[src/rtl/core/hkvs_pkg.sv]
// Shared types and constants of the hashed key-value store.
// Used by the controller, the datapath, the residue unit and the top level.
`default_nettype none

package hkvs_pkg;

   localparam int KEY_W  = 32;
   localparam int VAL_W  = 32;
   localparam int OP_W   = 2;
   localparam int STAT_W = 2;

   // key bits folded into the bucket residue per cycle
   localparam int MOD_BITS = 8;

   localparam logic [OP_W-1:0] OP_INSERT = 2'd0;
   localparam logic [OP_W-1:0] OP_LOOKUP = 2'd1;
   localparam logic [OP_W-1:0] OP_REMOVE = 2'd2;

   localparam logic [STAT_W-1:0] STAT_OK        = 2'd0;
   localparam logic [STAT_W-1:0] STAT_NOT_FOUND = 2'd1;
   localparam logic [STAT_W-1:0] STAT_FULL      = 2'd2;

   localparam logic signed [VAL_W-1:0] ABSENT_VALUE = -32'sd1;

   typedef struct packed {
      logic [OP_W-1:0]         opcode;
      logic signed [KEY_W-1:0] key;
      logic signed [VAL_W-1:0] new_value;
   } req_type;

   typedef struct packed {
      logic [STAT_W-1:0]       status;
      logic signed [VAL_W-1:0] read_value;
   } rsp_type;

   typedef enum logic [2:0] {
      S_CLEAR,
      S_IDLE,
      S_HASH,
      S_EXEC,
      S_POST
   } ctrl_state_type;

   // controller to datapath
   typedef struct packed {
      logic clear_wr;
      logic load;
      logic rd_en;
      logic exec;
      logic rsp_load;
   } cmd_type;

   // datapath to controller
   typedef struct packed {
      logic clear_last;
      logic hash_done;
      logic slot_free;
   } sts_type;

endpackage

`default_nettype wire

[src/rtl/core/hashed_key_value_store_unit.sv]
// Top level of the hashed key-value store: joins controller and datapath.
// Depends on hkvs_pkg, hkvs_ctrl, hkvs_dp and hkvs_mod.
`default_nettype none

// A key-value table of BUCKETS buckets with WAYS entries each. Every
// transaction carries an opcode (insert-or-update, lookup, remove), a signed
// key and a value, and yields exactly one result with a status and a read
// value. The bucket is the key magnitude modulo BUCKETS. After reset the block
// runs a clear pass over the bucket rows and stalls requests meanwhile. A
// transaction then passes, from one acceptance to the next, through the idle
// state in which it is accepted, the residue unit, which folds 8 key bits per
// cycle, a bucket row read, a compare-and-write-back step and a hand-off into
// the output register. The output register holds a result while the consumer
// stalls, so the block takes the next request meanwhile and waits in the
// hand-off only when a second result is ready before the first is taken.
module hashed_key_value_store_unit #(
   parameter int BUCKETS = 16,
   parameter int WAYS    = 4
) (
   input  wire logic              clock,
   input  wire logic              reset,
   input  wire logic              req_valid,
   output logic                   req_stall,
   input  wire hkvs_pkg::req_type req_data,
   output logic                   rsp_valid,
   input  wire logic              rsp_stall,
   output hkvs_pkg::rsp_type      rsp_data
);
   import hkvs_pkg::*;

   cmd_type cmd;
   sts_type sts;

   // sequence each transaction; command and status structs are the only link
   hkvs_ctrl u_ctrl (
      .clock    (clock),
      .reset    (reset),
      .req_valid(req_valid),
      .req_stall(req_stall),
      .sts      (sts),
      .cmd      (cmd)
   );

   // hold the table rows, the way compare and the output register
   hkvs_dp #(
      .BUCKETS(BUCKETS),
      .WAYS   (WAYS)
   ) u_dp (
      .clock    (clock),
      .reset    (reset),
      .req_data (req_data),
      .cmd      (cmd),
      .sts      (sts),
      .rsp_valid(rsp_valid),
      .rsp_stall(rsp_stall),
      .rsp_data (rsp_data)
   );

endmodule

`default_nettype wire

[src/rtl/core/hkvs_mod.sv]
// Bucket residue unit: magnitude of a signed key modulo BUCKETS.
// Folds MOD_BITS key bits per cycle with compare-subtract steps; uses hkvs_pkg.
`default_nettype none

module hkvs_mod #(
   parameter int BUCKETS = 16
) (
   input  wire logic                           clock,
   input  wire logic                           reset,
   input  wire logic                           start,
   input  wire logic [hkvs_pkg::KEY_W-1:0]     key,
   output logic                                done,
   output logic [((BUCKETS > 1) ? $clog2(BUCKETS) : 1)-1:0] bucket
);
   import hkvs_pkg::*;

   localparam int BIDX_W = (BUCKETS > 1) ? $clog2(BUCKETS) : 1;
   localparam int STEPS  = KEY_W / MOD_BITS;
   localparam int CNT_W  = (STEPS > 1) ? $clog2(STEPS) : 1;
   localparam logic [BIDX_W:0]  BUCK_W    = (BIDX_W+1)'(BUCKETS);
   localparam logic [CNT_W-1:0] LAST_STEP = CNT_W'(STEPS - 1);

   logic [KEY_W-1:0]  mag_ff, mag_in;
   logic [BIDX_W-1:0] rem_ff, rem_in;
   logic [CNT_W-1:0]  cnt_ff, cnt_in;
   logic              run_ff, run_in;
   logic              done_ff, done_in;
   logic [BIDX_W:0]   rem_tmp;

   always_comb begin
      rem_tmp = {1'b0, rem_ff};
      for (int i = 0; i < MOD_BITS; i++) begin
         rem_tmp = {rem_tmp[BIDX_W-1:0], mag_ff[KEY_W-1-i]};
         if (rem_tmp >= BUCK_W) begin
            rem_tmp = rem_tmp - BUCK_W;
         end
      end
   end

   always_comb begin
      mag_in  = mag_ff;
      rem_in  = rem_ff;
      cnt_in  = cnt_ff;
      run_in  = run_ff;
      done_in = done_ff;
      priority if (start) begin
         // most negative key wraps to 2^31, which is its magnitude
         mag_in  = key[KEY_W-1] ? (KEY_W'(0) - key) : key;
         rem_in  = '0;
         cnt_in  = '0;
         run_in  = 1'b1;
         done_in = 1'b0;
      end else if (run_ff) begin
         mag_in = mag_ff << MOD_BITS;
         rem_in = rem_tmp[BIDX_W-1:0];
         cnt_in = cnt_ff + CNT_W'(1);
         if (cnt_ff == LAST_STEP) begin
            run_in  = 1'b0;
            done_in = 1'b1;
         end
      end else begin
         // hold the residue until the next start
      end
   end

   always_ff @(posedge clock) begin
      if (reset) begin
         run_ff  <= 1'b0;
         done_ff <= 1'b0;
         cnt_ff  <= '0;
      end else begin
         run_ff  <= run_in;
         done_ff <= done_in;
         cnt_ff  <= cnt_in;
      end
   end

   always_ff @(posedge clock) begin
      mag_ff <= mag_in;
      rem_ff <= rem_in;
   end

   assign done   = done_ff;
   assign bucket = rem_ff;

endmodule

`default_nettype wire

[src/rtl/core/hkvs_ctrl.sv]
// Controller of the hashed key-value store: sequences clear pass, hash,
// row read, compare-and-write and result hand-off. Uses hkvs_pkg.
`default_nettype none

module hkvs_ctrl (
   input  wire logic              clock,
   input  wire logic              reset,
   input  wire logic              req_valid,
   output logic                   req_stall,
   input  wire hkvs_pkg::sts_type sts,
   output hkvs_pkg::cmd_type      cmd
);
   import hkvs_pkg::*;

   ctrl_state_type state_ff, state_in;

   always_comb begin
      state_in = state_ff;
      unique case (state_ff)
         S_CLEAR: if (sts.clear_last) state_in = S_IDLE;
         S_IDLE:  if (req_valid) state_in = S_HASH;
         S_HASH:  if (sts.hash_done) state_in = S_EXEC;
         S_EXEC:  state_in = S_POST;
         S_POST:  if (sts.slot_free) state_in = S_IDLE;
         default: state_in = S_CLEAR;
      endcase
   end

   always_comb begin
      cmd       = '0;
      req_stall = 1'b1;
      unique case (state_ff)
         S_CLEAR: cmd.clear_wr = 1'b1;
         S_IDLE: begin
            req_stall = 1'b0;
            cmd.load  = req_valid;
         end
         S_HASH:  cmd.rd_en    = sts.hash_done;
         S_EXEC:  cmd.exec     = 1'b1;
         S_POST:  cmd.rsp_load = sts.slot_free;
         default: cmd = '0;
      endcase
   end

   always_ff @(posedge clock) begin
      if (reset) begin
         state_ff <= S_CLEAR;
      end else begin
         state_ff <= state_in;
      end
   end

   a_accept_to_hash: assert property (@(posedge clock) disable iff (reset)
      (req_valid && !req_stall) |=> (state_ff == S_HASH))
      else $error("accepted transaction did not start hashing");

   a_exec_once: assert property (@(posedge clock) disable iff (reset)
      (state_ff == S_EXEC) |=> (state_ff == S_POST))
      else $error("row write-back not followed by result hand-off");

   a_clear_holds: assert property (@(posedge clock) disable iff (reset)
      (state_ff == S_CLEAR && !sts.clear_last) |=> (state_ff == S_CLEAR))
      else $error("clear pass left early");

endmodule

`default_nettype wire

[src/rtl/core/hkvs_dp.sv]
// Datapath of the hashed key-value store: request register, residue unit,
// bucket row memories, way compare, result and output registers. Uses hkvs_pkg.
`default_nettype none

module hkvs_dp #(
   parameter int BUCKETS = 16,
   parameter int WAYS    = 4
) (
   input  wire logic              clock,
   input  wire logic              reset,
   input  wire hkvs_pkg::req_type req_data,
   input  wire hkvs_pkg::cmd_type cmd,
   output hkvs_pkg::sts_type      sts,
   output logic                   rsp_valid,
   input  wire logic              rsp_stall,
   output hkvs_pkg::rsp_type      rsp_data
);
   import hkvs_pkg::*;

   localparam int BIDX_W = (BUCKETS > 1) ? $clog2(BUCKETS) : 1;
   localparam logic [BIDX_W-1:0] LAST_ROW = BIDX_W'(BUCKETS - 1);

   // one row per bucket, all ways side by side
   logic [WAYS-1:0]             valid_mem [BUCKETS];
   logic [WAYS-1:0][KEY_W-1:0]  key_mem   [BUCKETS];
   logic [WAYS-1:0][VAL_W-1:0]  val_mem   [BUCKETS];

   req_type                     req_ff;
   logic [BIDX_W-1:0]           bucket;
   logic                        hash_done;
   logic [BIDX_W-1:0]           clr_idx_ff;
   logic [WAYS-1:0]             rd_valid_ff;
   logic [WAYS-1:0][KEY_W-1:0]  rd_key_ff;
   logic [WAYS-1:0][VAL_W-1:0]  rd_val_ff;
   logic [WAYS-1:0]             wr_valid;
   logic [WAYS-1:0][KEY_W-1:0]  wr_key;
   logic [WAYS-1:0][VAL_W-1:0]  wr_val;
   logic [WAYS-1:0]             hit_vec, hit_oh, free_vec, free_oh;
   logic [VAL_W-1:0]            hit_val;
   rsp_type                     res_in, res_ff, rsp_ff;
   logic                        rsp_valid_ff, rsp_valid_in;

   hkvs_mod #(
      .BUCKETS(BUCKETS)
   ) u_mod (
      .clock (clock),
      .reset (reset),
      .start (cmd.load),
      .key   (req_data.key),
      .done  (hash_done),
      .bucket(bucket)
   );

   always_ff @(posedge clock) begin
      if (cmd.load) begin
         req_ff <= req_data;
      end
   end

   // walk the rows once after reset to drop every valid mark
   always_ff @(posedge clock) begin
      if (reset) begin
         clr_idx_ff <= '0;
      end else if (cmd.clear_wr) begin
         clr_idx_ff <= clr_idx_ff + BIDX_W'(1);
      end
   end

   always_ff @(posedge clock) begin
      if (cmd.rd_en) begin
         rd_valid_ff <= valid_mem[bucket];
         rd_key_ff   <= key_mem[bucket];
         rd_val_ff   <= val_mem[bucket];
      end
   end

   always_ff @(posedge clock) begin
      if (cmd.clear_wr) begin
         valid_mem[clr_idx_ff] <= '0;
      end else if (cmd.exec) begin
         valid_mem[bucket] <= wr_valid;
         key_mem[bucket]   <= wr_key;
         val_mem[bucket]   <= wr_val;
      end
   end

   always_comb begin
      for (int w = 0; w < WAYS; w++) begin
         hit_vec[w] = rd_valid_ff[w] && (rd_key_ff[w] == req_ff.key);
      end
      free_vec = ~rd_valid_ff;
      // lowest set way only
      hit_oh  = hit_vec & (~hit_vec + WAYS'(1));
      free_oh = free_vec & (~free_vec + WAYS'(1));
      hit_val = '0;
      for (int w = 0; w < WAYS; w++) begin
         if (hit_oh[w]) begin
            hit_val = hit_val | rd_val_ff[w];
         end
      end
   end

   always_comb begin
      wr_valid = rd_valid_ff;
      wr_key   = rd_key_ff;
      wr_val   = rd_val_ff;
      res_in.status     = STAT_OK;
      res_in.read_value = '0;
      unique case (req_ff.opcode)
         OP_INSERT: begin
            priority if (|hit_vec) begin
               for (int w = 0; w < WAYS; w++) begin
                  if (hit_oh[w]) wr_val[w] = req_ff.new_value;
               end
            end else if (|free_vec) begin
               for (int w = 0; w < WAYS; w++) begin
                  if (free_oh[w]) begin
                     wr_valid[w] = 1'b1;
                     wr_key[w]   = req_ff.key;
                     wr_val[w]   = req_ff.new_value;
                  end
               end
            end else begin
               res_in.status = STAT_FULL;
            end
         end
         OP_LOOKUP: begin
            if (|hit_vec) begin
               res_in.read_value = hit_val;
            end else begin
               res_in.status     = STAT_NOT_FOUND;
               res_in.read_value = ABSENT_VALUE;
            end
         end
         OP_REMOVE: begin
            if (|hit_vec) begin
               wr_valid = rd_valid_ff & ~hit_oh;
            end else begin
               res_in.status = STAT_NOT_FOUND;
            end
         end
         default: res_in.status = STAT_OK;
      endcase
   end

   always_ff @(posedge clock) begin
      if (cmd.exec) begin
         res_ff <= res_in;
      end
      if (cmd.rsp_load) begin
         rsp_ff <= res_ff;
      end
   end

   always_comb begin
      priority if (cmd.rsp_load) begin
         rsp_valid_in = 1'b1;
      end else if (!rsp_stall) begin
         rsp_valid_in = 1'b0;
      end else begin
         // hold the waiting result
         rsp_valid_in = rsp_valid_ff;
      end
   end

   always_ff @(posedge clock) begin
      if (reset) begin
         rsp_valid_ff <= 1'b0;
      end else begin
         rsp_valid_ff <= rsp_valid_in;
      end
   end

   assign sts.clear_last = (clr_idx_ff == LAST_ROW);
   assign sts.hash_done  = hash_done;
   assign sts.slot_free  = !rsp_valid_ff || !rsp_stall;
   assign rsp_valid      = rsp_valid_ff;
   assign rsp_data       = rsp_ff;

endmodule

`default_nettype wire

[config.mk]
export PLATFORM = sky130hd
export DESIGN_NAME = hashed_key_value_store_unit
export DESIGN_NICKNAME = d
export VERILOG_FILES = /design/src/rtl/core/hkvs_pkg.sv /design/src/rtl/core/hashed_key_value_store_unit.sv /design/src/rtl/core/hkvs_mod.sv /design/src/rtl/core/hkvs_ctrl.sv /design/src/rtl/core/hkvs_dp.sv
export SDC_FILE = /design/constraint.sdc
export NUM_CORES = 2
export LEC_CHECK = 0
export BUFFER_PORTS_ARGS = -buffer_cell sky130_fd_sc_hd__buf_2
export CAP_MARGIN = 20
export CORE_MARGIN = 2
export CORE_UTILIZATION = 59
export CTS_BUF_LIST = sky130_fd_sc_hd__clkbuf_2
export CTS_CLUSTER_SIZE = 24
export DETAILED_ROUTE_END_ITERATION = 16
export PLACE_DENSITY = 0.75
export RECOVER_POWER = 25
export SETUP_SLACK_MARGIN = 0.05
export SLEW_MARGIN = 15
export SYNTH_ARGS = -nofsm -noshare
export SYNTH_HDL_FRONTEND = slang
export SYNTH_MEMORY_MAX_BITS = 65536
export SYNTH_SLANG_ARGS = --single-unit
[constraint.sdc]
create_clock -name clock -period 24.8 [get_ports clock]
set_input_delay 2.48 -clock clock [delete_from_list [all_inputs] [get_ports clock]]
set_output_delay 2.48 -clock clock [all_outputs]
set_load 0.005 [all_outputs]
==> results.sh <==
export IMPL_synth_compound_area_frac=0.00655
export IMPL_hpwl_mm=199
export IMPL_grt_first_pass_wirelength_mm=593
export IMPL_syn_nets=7203
export IMPL_fin_skew_ns=0.304
export IMPL_start_util=0.591
export IMPL_layout_drive_gt1_share=0.382
export IMPL_numCtsBuffers=1166
export IMPL_grt_antenna_before_repair=16
export IMPL_worstPathRequired_ns=26.40
export IMPL_path_max_fanout=95
export IMPL_power_w=0.0146
export IMPL_synth_adder_area_share=0.000500
export IMPL_drcViolationCount=0
export IMPL_grt_pass1_vias=87900
export IMPL_num_vias=84600
export IMPL_p_int_w=0.0112
export IMPL_synthCells=7126
export IMPL_ys_ff_latch=4586
export IMPL_synth_most_common_cell="edfxtp_1"
export IMPL_synth_flop_cell="edfxtp_1"
export IMPL_die_y_um=549
export IMPL_pwr_share_clk=0.322
export IMPL_portBuffers=105
export IMPL_reg2reg_depth=8
export IMPL_power_switching_w=0.00345
export IMPL_path_class="reg -> reg"
export IMPL_peakVddDrop_mv=0.0464
export IMPL_grt_max_degree=156
export IMPL_setup_tns_ns=0
export IMPL_pwr_density_cell_mw_per_mm2=76.9
export IMPL_die_area_mm2=0.301
export IMPL_crit_path_end_kind="flip-flop"
export IMPL_track_usage=0.278
export IMPL_drt_initial_drc_count=12500
export IMPL_synth_top_cell_area_share=0.783
export IMPL_cts_tree="built"
export IMPL_postCtsHoldBufs=0
export IMPL_syn_area_per_cell_um2=24.6
export IMPL_timing_final_crit_share=0.578
export IMPL_clkLatencyLatePin_ns=2.14
export IMPL_rows=200
export IMPL_cp_arrival_ns=15.94
export IMPL_cap_viol_max_count=56
export IMPL_synth_commonest_cells="edfxtp_1, mux4_2, clkbuf_1, mux2_2, xor2_1"
export IMPL_synth_top_area_cell="edfxtp_1"
export IMPL_combinationalPowerShare=0.100
export IMPL_place_gp_congestion=0.812
export IMPL_htreeDepth=7
export IMPL_synth_cell_type_count=55
export IMPL_root_buffer="clkbuf_2"
export IMPL_yosys_area_share_xor_xnor=0.00695
export IMPL_drtPass1Iterations=6
export IMPL_pin_count=106
export IMPL_status="finished, violations left"
export IMPL_max_freq_mhz=69.7
export IMPL_startpoint_type="flip-flop"
export IMPL_yosys_area_share_simple=0.00726
export IMPL_synth_top_family_by_area="multiplexers"
export IMPL_area_growth_pct=8.43
export IMPL_min_delay_path_class="reg -> reg"
export IMPL_max_stage_delay_ns=6.40
export IMPL_finalCriticalPeriod_ns=14.34
export IMPL_finalSetupViolations=0
export IMPL_critPathSlowestCell="clkbuf_1"
export IMPL_synth_mux_area_frac=0.185
export IMPL_p_leak_nw=61.1
export IMPL_clk_pin_slew_ns=0.11
export IMPL_swShare=0.236
export IMPL_min_path_cells=0
export IMPL_drv_slew=2913
export IMPL_design_core_area_mm2=0.296
export IMPL_die_w_um=549
export IMPL_maxSlewHeadroom=-6.08
export IMPL_cts_sinks=4586
export IMPL_worst_slew_pin_slew_ns=10.62
export IMPL_crit_chain="nor2b_1 -> nand2_1 -> or3_1 -> nor2_4 -> clkbuf_1 -> clkbuf_1 -> buf_4 -> buf_4"
export IMPL_netlist_area_mm2=0.175
export IMPL_wire_per_inst_um=32.2
export IMPL_timing_hold_ws_ns=0.352
export IMPL_async_reset_ff_frac=0
export IMPL_post_cts_buffers=0
export IMPL_failed_checks="capacitance limit, slew limit"
export IMPL_via_per_inst=6.61
export IMPL_rsz0062_at_grt="false"
export IMPL_ctsResizeCount=0
export IMPL_ys_warn_count=0
export IMPL_pwr_share_seq=0.578
export IMPL_clockBufferDepth=5
export IMPL_wirelength_mm=412
export IMPL_fin_nets=8265
export IMPL_synth_area_leaders="edfxtp_1, mux4_2, mux2_2"
export IMPL_grt_overflow=0
export IMPL_synth_edff_count=4570
export IMPL_seq_area_frac_synth=0.785
export IMPL_hold_violations=0
export IMPL_ant_nets=0
flip-flops by register name (all words and copies together) (netlist names), 3 cells and up:
name and cells:
u_ctrl.state_ff 3, u_dp.u_mod.mag_ff 16, u_dp.rd_valid_ff 4, u_dp.rd_val_ff 128
u_dp.val_mem 2048, u_dp.clr_idx_ff 4, u_dp.rsp_data 34, u_dp.key_mem 2048
u_dp.rd_key_ff 128, u_dp.valid_mem 64, u_dp.u_mod.bucket 4, u_dp.req_ff 66
u_dp.res_ff 34
path summary, 6_finish.rpt:
kind                      start                     to  slack (ns)
min             u_dp.res_ff[33]      u_dp.rsp_data[33]        0.35
max          u_ctrl.state_ff[0]  u_dp.val_mem[12][120]       10.46
min reg2reg     u_dp.res_ff[33]      u_dp.rsp_data[33]        0.35
max reg2reg  u_ctrl.state_ff[0]  u_dp.val_mem[12][120]       10.46
metal layers:
layer / vias up / global-route usage / share of wire
li1: 33500 / - / -
met1: 44700 / 0.390 / 0.37
met2: 5786 / 0.434 / 0.49
met3: 654 / 0.0742 / 0.12
met4: 4 / 0.0939 / 0.022
met5: - / 0 / 0.00043
kinds of logic (layout without fill, tap and decap cells):
group | after synthesis | count (layout)
buffers and inverters | 405 | 2135
multiplexers | 1563 | 1563
other | 0 | 14
XOR/XNOR | 139 | 139
AND/OR/NAND/NOR | 239 | 239
adder cells (fa/ha/maj) | 7 | 7
flip-flops | 4586 | 4586
AO/OA/AOI/OAI | 187 | 187
metrics by stage:
stage | cells | setup slack (ns) | area (um^2) | utilization
global route | 12800 | 10.22 | 190000 | 0.641
finish | 12800 | 10.46 | 190000 | 0.641
CTS | 12800 | 18.25 | 190000 | 0.643
global placement | 11000 | 18.29 | 181000 | 0.611
detailed placement | 11000 | 18.26 | 181000 | 0.611
floorplan | 7126 | 4.37 | 175000 | -
cells in the final DEF (no fill, tap or decap), drive strengths merged, types with 7 or more instances in the layout:
master	n
a31oi	9
nand3	10
inv	43
clkinv	195
diode	14
bufinv	15
mux2	255
clkbuf	1693
nor2b	18
nand2	43
nor4	45
buf	183
xnor2	18
or3	9
o21ai	119
mux2i	8
nand4	14
dfxtp	16
a21oi	9
ha	7
edfxtp	4570
nor3	23
mux4	1300
a221oi	33
xor2	121
nor2	56
power by group through the flow:
stage	logic [W]	clock network [W]	registers [W]
final	0.00146	0.00471	0.00845
after global placement	0.00136	0	0.00863
after floorplan	0.00111	0	0.00861
after CTS	0.00138	0.00481	0.00845
after detailed placement	0.00138	0	0.00863
after global routing	0.00155	0.00519	0.00845
critical path: cells and delay by family (launching register included):
| family | cells | cell delay [ns] |
|---|---|---|
| buffers and inverters | 4 | 11.58 |
| AND/OR/NAND/NOR | 4 | 1.42 |
| flip-flops | 1 | 0.48 |
layout make-up:
class,count,area (um^2)
Clock inverter,238,1340
Clock buffer,1598,8000
Sequential cell,4586,138000
Tap cell,3939,4930
Fill cell,19200,106000
Multi-Input combinational cell,2135,36300
Timing Repair Buffer,278,1810
Inverter,21,80.1
Antenna cell,14,35.0
Note: power is estimated with default switching activity, not from simulation.
